[config.mk]
export PLATFORM = sky130hd
export DESIGN_NAME = switch_paced_command_arbiter
export DESIGN_NICKNAME = d
export VERILOG_FILES = /design/src/rtl/core/spca_pkg.sv /design/src/rtl/core/switch_paced_command_arbiter.sv /design/src/rtl/core/spca_fifo.sv /design/src/rtl/core/spca_datapath.sv /design/src/rtl/core/spca_ctrl.sv
export SDC_FILE = /design/constraint.sdc
export NUM_CORES = 2
export LEC_CHECK = 0
export ABC_CLOCK_PERIOD_IN_PS = 3100
export BUFFER_PORTS_ARGS = -buffer_cell sky130_fd_sc_hd__clkbuf_2
export CORE_MARGIN = 2
export CORE_UTILIZATION = 40
export CTS_CLUSTER_SIZE = 24
export DETAILED_ROUTE_END_ITERATION = 16
export GPL_ROUTABILITY_DRIVEN = 0
export HOLD_SLACK_MARGIN = 0.15
export PLACE_DENSITY = 0.65
export SYNTH_ARGS = -nofsm -noshare
export SYNTH_HDL_FRONTEND = slang
export SYNTH_HIERARCHICAL = 1
export SYNTH_SLANG_ARGS = --single-unit
[constraint.sdc]
create_clock -name clk -period 3.1 [get_ports clk]
set_input_delay 0.62 -clock clk [delete_from_list [all_inputs] [get_ports clk]]
set_output_delay 0.62 -clock clk [all_outputs]
set_load 0.01 [all_outputs]
[src/rtl/core/spca_pkg.sv]
package spca_pkg;

	localparam int QUEUE_DEPTH_DEF = 64;
	localparam logic [7:0] OFF_CODE_RESET = 8'd32;
	localparam logic [1:0] MAX_BYTES = 2'd2;

	// event kinds on the input channel
	typedef enum logic [1:0] {
		OP_LINK    = 2'd0,
		OP_TIMER   = 2'd1,
		OP_GENERAL = 2'd2,
		OP_SWITCH  = 2'd3
	} op_t;

	// dispatch choice made after an event
	typedef enum logic [1:0] {
		SEL_NONE    = 2'd0,
		SEL_SWITCH  = 2'd1,
		SEL_OFF     = 2'd2,
		SEL_GENERAL = 2'd3
	} sel_t;

	typedef enum logic [1:0] {
		ST_IDLE   = 2'd0,
		ST_DECIDE = 2'd1,
		ST_DONE   = 2'd2
	} state_t;

	typedef struct packed {
		op_t        op;
		logic [7:0] first_byte;
		logic [7:0] second_byte;
		logic [1:0] byte_count;
	} in_item_t;

	typedef struct packed {
		logic       sent;
		logic [7:0] out_first;
		logic [7:0] out_second;
		logic [1:0] out_count;
		logic       restart_timer;
		logic       dropped;
	} out_item_t;

	// one queued command
	typedef struct packed {
		logic [7:0] b0;
		logic [7:0] b1;
		logic [1:0] n;
	} cmd_entry_t;

	// controller to datapath
	typedef struct packed {
		logic accept;
		logic decide;
		logic load;
	} dp_cmd_t;

endpackage

[src/rtl/core/switch_paced_command_arbiter.sv]
// Command arbiter for one serial link, paced by a switch timer.
// Input channel (in_valid/in_ready, in_data): one event per item: link ready,
// timer ready, a general command or a switch command. Commands are queued in
// two FIFOs of QUEUE_DEPTH entries; a command that meets a full FIFO is
// discarded and its result item carries dropped = 1.
// Output channel (out_valid/out_ready, out_data): exactly one result item per
// event, telling whether a command went to the link and whether the switch
// timer must be restarted.
// cfg_we/cfg_data write the solenoid-off byte (32 after reset).
// Steps: an item is accepted (flag and queue update), then decided (the
// dispatch decision with its registered read of the queue head), then its
// result is loaded into the result register, and out_valid rises with that
// load. The load waits while the receiver stalls, and the next item is taken
// only after the load, so the block handles one event at a time.
// A finished result waits in the output register while the next event is
// taken; if the receiver still stalls when that event is ready, the block
// holds it and in_ready stays low.
// Reset empties both queues, clears the link, timer and solenoid flags and
// drops any pending result.
module switch_paced_command_arbiter #(
	parameter int QUEUE_DEPTH = spca_pkg::QUEUE_DEPTH_DEF
) (
	input  logic                 clk,
	input  logic                 arst_n,
	input  logic                 in_valid,
	output logic                 in_ready,
	input  spca_pkg::in_item_t   in_data,
	output logic                 out_valid,
	input  logic                 out_ready,
	output spca_pkg::out_item_t  out_data,
	input  logic                 cfg_we,
	input  logic [7:0]           cfg_data
);
	import spca_pkg::*;

	dp_cmd_t cmd;

	spca_ctrl u_ctrl (
		.clk       (clk),
		.arst_n    (arst_n),
		.in_valid  (in_valid),
		.in_ready  (in_ready),
		.out_valid (out_valid),
		.out_ready (out_ready),
		.cmd       (cmd)
	);

	spca_datapath #(.QUEUE_DEPTH(QUEUE_DEPTH)) u_datapath (
		.clk      (clk),
		.arst_n   (arst_n),
		.cmd      (cmd),
		.in_data  (in_data),
		.cfg_we   (cfg_we),
		.cfg_data (cfg_data),
		.out_data (out_data)
	);

`ifndef ASSERT_OFF
	// only one datapath step per cycle
	a_one_step: assert property (@(posedge clk) disable iff (!arst_n)
		$onehot0({cmd.accept, cmd.decide, cmd.load}))
		else $error("more than one datapath step in a cycle");

	// an accepted item is decided in the next cycle
	a_accept_decide: assert property (@(posedge clk) disable iff (!arst_n)
		(in_valid && in_ready) |=> (cmd.decide && !in_ready))
		else $error("accepted item not decided next cycle");

	// a loaded result is presented
	a_load_valid: assert property (@(posedge clk) disable iff (!arst_n)
		cmd.load |=> out_valid)
		else $error("loaded result not presented");

	// a timer restart comes only with a dispatch
	a_restart_sent: assert property (@(posedge clk) disable iff (!arst_n)
		(out_valid && out_data.restart_timer) |-> out_data.sent)
		else $error("timer restart without dispatch");
`endif

endmodule

[src/rtl/core/spca_fifo.sv]
module spca_fifo #(
	parameter int DEPTH = spca_pkg::QUEUE_DEPTH_DEF
) (
	input  logic                  clk,
	input  logic                  arst_n,
	input  logic                  push,
	input  spca_pkg::cmd_entry_t  wr_data,
	input  logic                  pop,
	output spca_pkg::cmd_entry_t  rd_data,
	output logic                  full,
	output logic                  nonempty
);
	import spca_pkg::*;

	localparam int AW = (DEPTH > 1) ? $clog2(DEPTH) : 1;
	localparam int CW = $clog2(DEPTH + 1);

	cmd_entry_t     mem [DEPTH];
	cmd_entry_t     rd_data_q;
	logic [AW-1:0]  head_q;
	logic [AW-1:0]  tail_q;
	logic [CW-1:0]  count_q;
	logic           do_push;
	logic           do_pop;

	assign full     = (count_q == CW'(DEPTH));
	assign nonempty = (count_q != '0);
	assign do_push  = push && !full;
	assign do_pop   = pop && nonempty;
	assign rd_data  = rd_data_q;

	// write port
	always_ff @(posedge clk) begin
		if (do_push) begin
			mem[tail_q] <= wr_data;
		end
	end

	// registered read port
	always_ff @(posedge clk) begin
		if (do_pop) begin
			rd_data_q <= mem[head_q];
		end
	end

	// advance pointers and occupancy
	always_ff @(posedge clk or negedge arst_n) begin
		if (!arst_n) begin
			head_q  <= '0;
			tail_q  <= '0;
			count_q <= '0;
		end else begin
			if (do_push) begin
				tail_q <= (tail_q == AW'(DEPTH - 1)) ? '0 : tail_q + 1'b1;
			end
			if (do_pop) begin
				head_q <= (head_q == AW'(DEPTH - 1)) ? '0 : head_q + 1'b1;
			end
			if (do_push && !do_pop) begin
				count_q <= count_q + 1'b1;
			end else if (do_pop && !do_push) begin
				count_q <= count_q - 1'b1;
			end
		end
	end

endmodule

[src/rtl/core/spca_datapath.sv]
module spca_datapath #(
	parameter int QUEUE_DEPTH = spca_pkg::QUEUE_DEPTH_DEF
) (
	input  logic                 clk,
	input  logic                 arst_n,
	input  spca_pkg::dp_cmd_t    cmd,
	input  spca_pkg::in_item_t   in_data,
	input  logic                 cfg_we,
	input  logic [7:0]           cfg_data,
	output spca_pkg::out_item_t  out_data
);
	import spca_pkg::*;

	cmd_entry_t entry;
	cmd_entry_t gen_rd;
	cmd_entry_t sw_rd;
	logic       gen_push;
	logic       sw_push;
	logic       gen_pop;
	logic       sw_pop;
	logic       gen_full;
	logic       sw_full;
	logic       gen_nonempty;
	logic       sw_nonempty;
	logic       link_q;
	logic       timer_q;
	logic       solenoid_q;
	logic       dropped_q;
	logic [7:0] off_code_q;
	sel_t       sel;
	sel_t       sel_q;
	out_item_t  out_q;

	// clamp the byte count and zero an unused second byte
	always_comb begin
		entry.b0 = in_data.first_byte;
		entry.n  = (in_data.byte_count > MAX_BYTES) ? MAX_BYTES : in_data.byte_count;
		entry.b1 = (entry.n == MAX_BYTES) ? in_data.second_byte : 8'd0;
	end

	assign gen_push = cmd.accept && (in_data.op == OP_GENERAL);
	assign sw_push  = cmd.accept && (in_data.op == OP_SWITCH);

	// pick the dispatch from the flags left by the event
	always_comb begin
		sel = SEL_NONE;
		if (link_q) begin
			if (timer_q && sw_nonempty) begin
				sel = SEL_SWITCH;
			end else if (timer_q && solenoid_q) begin
				sel = SEL_OFF;
			end else if (gen_nonempty) begin
				sel = SEL_GENERAL;
			end
		end
	end

	assign sw_pop  = cmd.decide && (sel == SEL_SWITCH);
	assign gen_pop = cmd.decide && (sel == SEL_GENERAL);

	spca_fifo #(.DEPTH(QUEUE_DEPTH)) u_gen_fifo (
		.clk      (clk),
		.arst_n   (arst_n),
		.push     (gen_push),
		.wr_data  (entry),
		.pop      (gen_pop),
		.rd_data  (gen_rd),
		.full     (gen_full),
		.nonempty (gen_nonempty)
	);

	spca_fifo #(.DEPTH(QUEUE_DEPTH)) u_sw_fifo (
		.clk      (clk),
		.arst_n   (arst_n),
		.push     (sw_push),
		.wr_data  (entry),
		.pop      (sw_pop),
		.rd_data  (sw_rd),
		.full     (sw_full),
		.nonempty (sw_nonempty)
	);

	// hold the flags, the choice and the off code
	always_ff @(posedge clk or negedge arst_n) begin
		if (!arst_n) begin
			link_q     <= 1'b0;
			timer_q    <= 1'b0;
			solenoid_q <= 1'b0;
			dropped_q  <= 1'b0;
			sel_q      <= SEL_NONE;
			off_code_q <= OFF_CODE_RESET;
		end else begin
			if (cfg_we) begin
				off_code_q <= cfg_data;
			end
			if (cmd.accept) begin
				dropped_q <= (gen_push && gen_full) || (sw_push && sw_full);
				if (in_data.op == OP_LINK) begin
					link_q <= 1'b1;
				end
				if (in_data.op == OP_TIMER) begin
					timer_q <= 1'b1;
				end
			end
			if (cmd.decide) begin
				sel_q <= sel;
				case (sel)
					SEL_SWITCH: begin
						solenoid_q <= 1'b1;
						timer_q    <= 1'b0;
						link_q     <= 1'b0;
					end
					SEL_OFF: begin
						solenoid_q <= 1'b0;
						timer_q    <= 1'b0;
						link_q     <= 1'b0;
					end
					SEL_GENERAL: begin
						link_q <= 1'b0;
					end
					default: begin
					end
				endcase
			end
		end
	end

	// build the result item once the queue read has landed
	always_ff @(posedge clk) begin
		if (cmd.load) begin
			out_q.dropped <= dropped_q;
			case (sel_q)
				SEL_SWITCH: begin
					out_q.sent          <= 1'b1;
					out_q.out_first     <= sw_rd.b0;
					out_q.out_second    <= sw_rd.b1;
					out_q.out_count     <= sw_rd.n;
					out_q.restart_timer <= 1'b1;
				end
				SEL_OFF: begin
					out_q.sent          <= 1'b1;
					out_q.out_first     <= off_code_q;
					out_q.out_second    <= 8'd0;
					out_q.out_count     <= 2'd1;
					out_q.restart_timer <= 1'b1;
				end
				SEL_GENERAL: begin
					out_q.sent          <= 1'b1;
					out_q.out_first     <= gen_rd.b0;
					out_q.out_second    <= gen_rd.b1;
					out_q.out_count     <= gen_rd.n;
					out_q.restart_timer <= 1'b0;
				end
				default: begin
					out_q.sent          <= 1'b0;
					out_q.out_first     <= 8'd0;
					out_q.out_second    <= 8'd0;
					out_q.out_count     <= 2'd0;
					out_q.restart_timer <= 1'b0;
				end
			endcase
		end
	end

	assign out_data = out_q;

endmodule

[src/rtl/core/spca_ctrl.sv]
module spca_ctrl (
	input  logic               clk,
	input  logic               arst_n,
	input  logic               in_valid,
	output logic               in_ready,
	output logic               out_valid,
	input  logic               out_ready,
	output spca_pkg::dp_cmd_t  cmd
);
	import spca_pkg::*;

	state_t state_q;
	state_t state_d;
	logic   out_valid_q;

	// state register and output valid
	always_ff @(posedge clk or negedge arst_n) begin
		if (!arst_n) begin
			state_q     <= ST_IDLE;
			out_valid_q <= 1'b0;
		end else begin
			state_q <= state_d;
			if (cmd.load) begin
				out_valid_q <= 1'b1;
			end else if (out_ready) begin
				out_valid_q <= 1'b0;
			end
		end
	end

	// next state and datapath commands
	always_comb begin
		state_d    = state_q;
		in_ready   = 1'b0;
		cmd.accept = 1'b0;
		cmd.decide = 1'b0;
		cmd.load   = 1'b0;
		case (state_q)
			ST_IDLE: begin
				in_ready = 1'b1;
				if (in_valid) begin
					cmd.accept = 1'b1;
					state_d    = ST_DECIDE;
				end
			end
			ST_DECIDE: begin
				cmd.decide = 1'b1;
				state_d    = ST_DONE;
			end
			ST_DONE: begin
				if (!out_valid_q || out_ready) begin
					cmd.load = 1'b1;
					state_d  = ST_IDLE;
				end
			end
			default: begin
				state_d = ST_IDLE;
			end
		endcase
	end

	assign out_valid = out_valid_q;

endmodule
==> out/metrics.cfg <==
[critical_path]
startpoint_type=register
reg2reg_depth=14
cp_slowest_stage_delay_ns=0.41
critPathBufInv=0
cp.required_ns=3.87
critPathLaunch=u_datapath/u_sw_fifo/count_q[3]$_DFFE_PN0P_
timing.rr.start=u_datapath/u_sw_fifo/count_q[3]$_DFFE_PN0P_
crit_chain=nor4_4 -> nand3_2 -> nand2_2 -> and3_4 -> ha_2 -> and2_4 -> nand2_4 -> ha_4 -> fa_1 -> nor2b_2 -> o21ai_2 -> a21o_1 -> a211o_1 -> xnor2_1
crit_cells=14
r2r_setup_slack_ns=0.09
critical_path.slowest_cell=dfrtp_1
critical_path_arrival_ns=3.78
timing.rr.end=u_datapath/u_gen_fifo/count_q[6]$_DFFE_PN0P_
crit_family=simple AND/OR/NAND/NOR gates
crit_path_end=u_datapath/u_gen_fifo/count_q[6]$_DFFE_PN0P_
crit_type=register to register
cp_max_fo=4
crit_path_end_kind=register

[global_route]
gr-total-overflow=0
grt_pass1_wl_um=329000
grt_start_max_net_pins=129
grtUsageTotal_pct=19.0
first_global_vias=46240
antenna_found_initial=4

[outcome]
outcome=finished clean

[clock_network]
cts_buffers=227
clkLatencyLatePin_ns=0.89
cts_tree=yes
clockRootBuffer=clkbuf_16
h-tree-depth=4
clock_sinks=2416
clk_pin_slew_ns=0.06
clock_path_buffers=3

[detailed_routing]
avgRoutedWirePerCell_um=28.2
dr.pass1.iters=8
via_count=45997
drc_errors=0
drt_iter0_drc=5316
routed_wl_um=228000
ant_nets=0
vias_per_cell=5.69

[yosys]
yosysSeqAreaShare_pct=77.5
synth_edf_count=2361
syn_inst=4359
ys_types=66
syn_area_per_cell_um2=21.4
synthesis.nets=4418
syn-cell-area_um2=93300
synth_ff_type=edfxtp_1
yosysTopAreaCellShare_pct=76.0
yosys.area.top_type=edfxtp_1
yosys-top-cells-area=edfxtp_1 (76%), mux4_2 (12%), mux2i_1 (2.5%)
async_reset_ff_share_pct=2.28
yosysWarningCount=6
synth-seq-cells=2416

[finish]
final_area_um2=109000
final_core_util_pct=47.0
mostFrequentLayoutCell=edfxtp_1
layout-drive-gt1-share_pct=29.5
area_delta_synth_final_pct=17.0
final_cell_mix=edfxtp_1 (2361), mux4_2 (504), buf_4 (259), mux2i_1 (232), clkbuf_16 (227)
fin_nets=4899

[pwr]
power.leakage_nw=34.3
power.density_nw_per_um2=737
p_total_mw=80.5
irDropWorstVdd_mv=0.507

[floorplan]
start_util_pct=40.2
die_h_um=487
coreArea_um2=232000
boundaryPins=56
num_rows=177
die_w_um=487
die_area_um2=237000

[timing]
hold_ws_ns=0.219
relSlewSlack_pct=40.0
rsz0062_at_grt=yes
finalHoldViolCount=0
fin_skew_ns=0.0495
worstMarginPinSlew_ns=0.900
setup_violations=0
drv_slew=0
fin_crit_sh_pct=97.1
max_freq_mhz=332
min_period_ns=3.01
tns_ns=0

[min_path]
min_path_type=input port to register

[placed_design]
numPortBuffers=55
post_dp_cell_area_um2=101000
dp_hpwl_um=143000

[flow_run]
max_cap_violations=0

## layout make-up
| class | count | area (um^2) |
|---|---|---|
| diodes | 5 | 12.5 |
| clock buffers | 261 | 5820 |
| clock inverters | 160 | 1600 |
| fillers | 18696 | 123000 |
| inverters | 27 | 104 |
| multi-input cells | 1677 | 19800 |
| flip-flops and latches | 2416 | 72300 |
| well taps | 3043 | 3810 |
| repair buffers | 491 | 5720 |
## logic make-up (layout without fill, tap and decap cells)
logic type	after synthesis	after routing	synth area share, %
mux	759	759	14.9
buf+inv	266	939	1.66
fa+ha+maj	26	26	0.365
compound gates	426	426	3.23
xor+xnor	19	19	0.178
other cells	0	5	0
simple gates	447	447	2.18
flops	2416	2416	77.5
## metal layers
layer,track usage (%),up-vias,part of all wire [%]
li1,-,19247,-
met1,26.0,24524,40
met2,30.6,1887,49
met3,3.10,339,7.2
met4,7.66,0,4.0
met5,0,-,0
## how the worst min path moves through the flow
stage | from | end | cells past startpoint
2_1_floorplan | arst_n | u_ctrl/out_valid$_DFFE_PN0P_ | 0
3_3_place_gp | u_datapath/off_code_q[2]$_DFFE_PN0P_ | u_datapath/off_code_q[2]$_DFFE_PN0P_ | 1
3_5_place_dp | u_datapath/off_code_q[2]$_DFFE_PN0P_ | u_datapath/off_code_q[2]$_DFFE_PN0P_ | 1
4_1_cts | in_data[14] | u_datapath/u_gen_fifo/mem[20][14]$_DFFE_PP_ | 1
5_1_grt | in_data[14] | u_datapath/u_gen_fifo/mem[20][14]$_DFFE_PP_ | 1
6_report | in_data[14] | u_datapath/u_gen_fifo/mem[20][14]$_DFFE_PP_ | 1
## Yosys cell counts, types with 3 or more instances
| master | number |
|---|---|
| a22oi_1 | 59 |
| dfrtp_1 | 54 |
| mux2_2 | 23 |
| buf_2 | 74 |
| o31ai_1 | 3 |
| nand4_1 | 7 |
| a22o_1 | 12 |
| a221oi_1 | 11 |
| a211o_1 | 36 |
| ha_1 | 24 |
| nand2b_1 | 8 |
| edfxtp_1 | 2361 |
| nor2_1 | 216 |
| a21o_1 | 7 |
| nand3b_1 | 12 |
| mux2i_1 | 232 |
| xnor2_1 | 14 |
| and3_1 | 4 |
| nand2_1 | 79 |
| and2_1 | 13 |
| a211oi_1 | 36 |
| inv_1 | 24 |
| nor3_1 | 27 |
| or3b_2 | 4 |
| a222oi_1 | 8 |
| buf_4 | 45 |
| nand3_1 | 26 |
| buf_1 | 12 |
| o221ai_1 | 36 |
| clkbuf_1 | 70 |
| nor4_1 | 16 |
| a21oi_1 | 59 |
| xor2_1 | 5 |
| or2_2 | 9 |
| nor3b_1 | 4 |
| buf_6 | 37 |
| nor2b_1 | 15 |
| mux4_2 | 504 |
| o22ai_1 | 122 |
| o21ai_0 | 19 |
## where the power goes
group          leakage (nW)  internal [mW]  switching [mW]
Sequential             22.1           36.4           0.551
Clock                  3.64           15.5            12.1
Combinational          8.56           7.53            8.47
Total                  34.3           59.4            21.1
## worst register-to-register path, cell delays in order (launching register included)
cell,delay [ns]
dfrtp_1,0.41
nor4_4,0.34
nand3_2,0.13
nand2_2,0.10
and3_4,0.19
ha_2,0.15
and2_4,0.14
nand2_4,0.06
ha_4,0.17
fa_1,0.40
nor2b_2,0.14
o21ai_2,0.08
a21o_1,0.21
a211o_1,0.27
xnor2_1,0.13
## flip-flops by register name, summed over array words and instances, names as in the netlist, 6 cells and up
name	flops
u_datapath/u_sw_fifo/rd_data	18
u_datapath/u_sw_fifo/head_q	6
u_datapath/out_data	21
u_datapath/u_gen_fifo/mem	1152
u_datapath/u_sw_fifo/count_q	7
u_datapath/u_gen_fifo/head_q	6
u_datapath/off_code_q	8
u_datapath/u_gen_fifo/rd_data	18
u_datapath/u_sw_fifo/mem	1152
u_datapath/u_gen_fifo/tail_q	6
u_datapath/u_gen_fifo/count_q	7
u_datapath/u_sw_fifo/tail_q	6
## metrics by stage
stage          cells  setup slack, ns
2_1_floorplan   4359          -0.0302
3_3_place_gp    7625          -0.0577
3_5_place_dp    7625           -0.165
4_1_cts         8072           0.0118
5_1_grt         8076          -0.0780
6_report        8080           0.0902
## what timing repair did
| action | in CTS | in global routing |
|---|---|---|
| pin swaps | 2 | 7 |
| setup buffers | 7 | 3 |
| gates cloned | 0 | 0 |
| endpoints found under the setup margin | 3 | 423 |
| hold endpoints to repair | 79 | 0 |
| hold buffers | 19 | 0 |
| gates resized for setup | 5 | 19 |
Power figures use the tool's default switching activity.
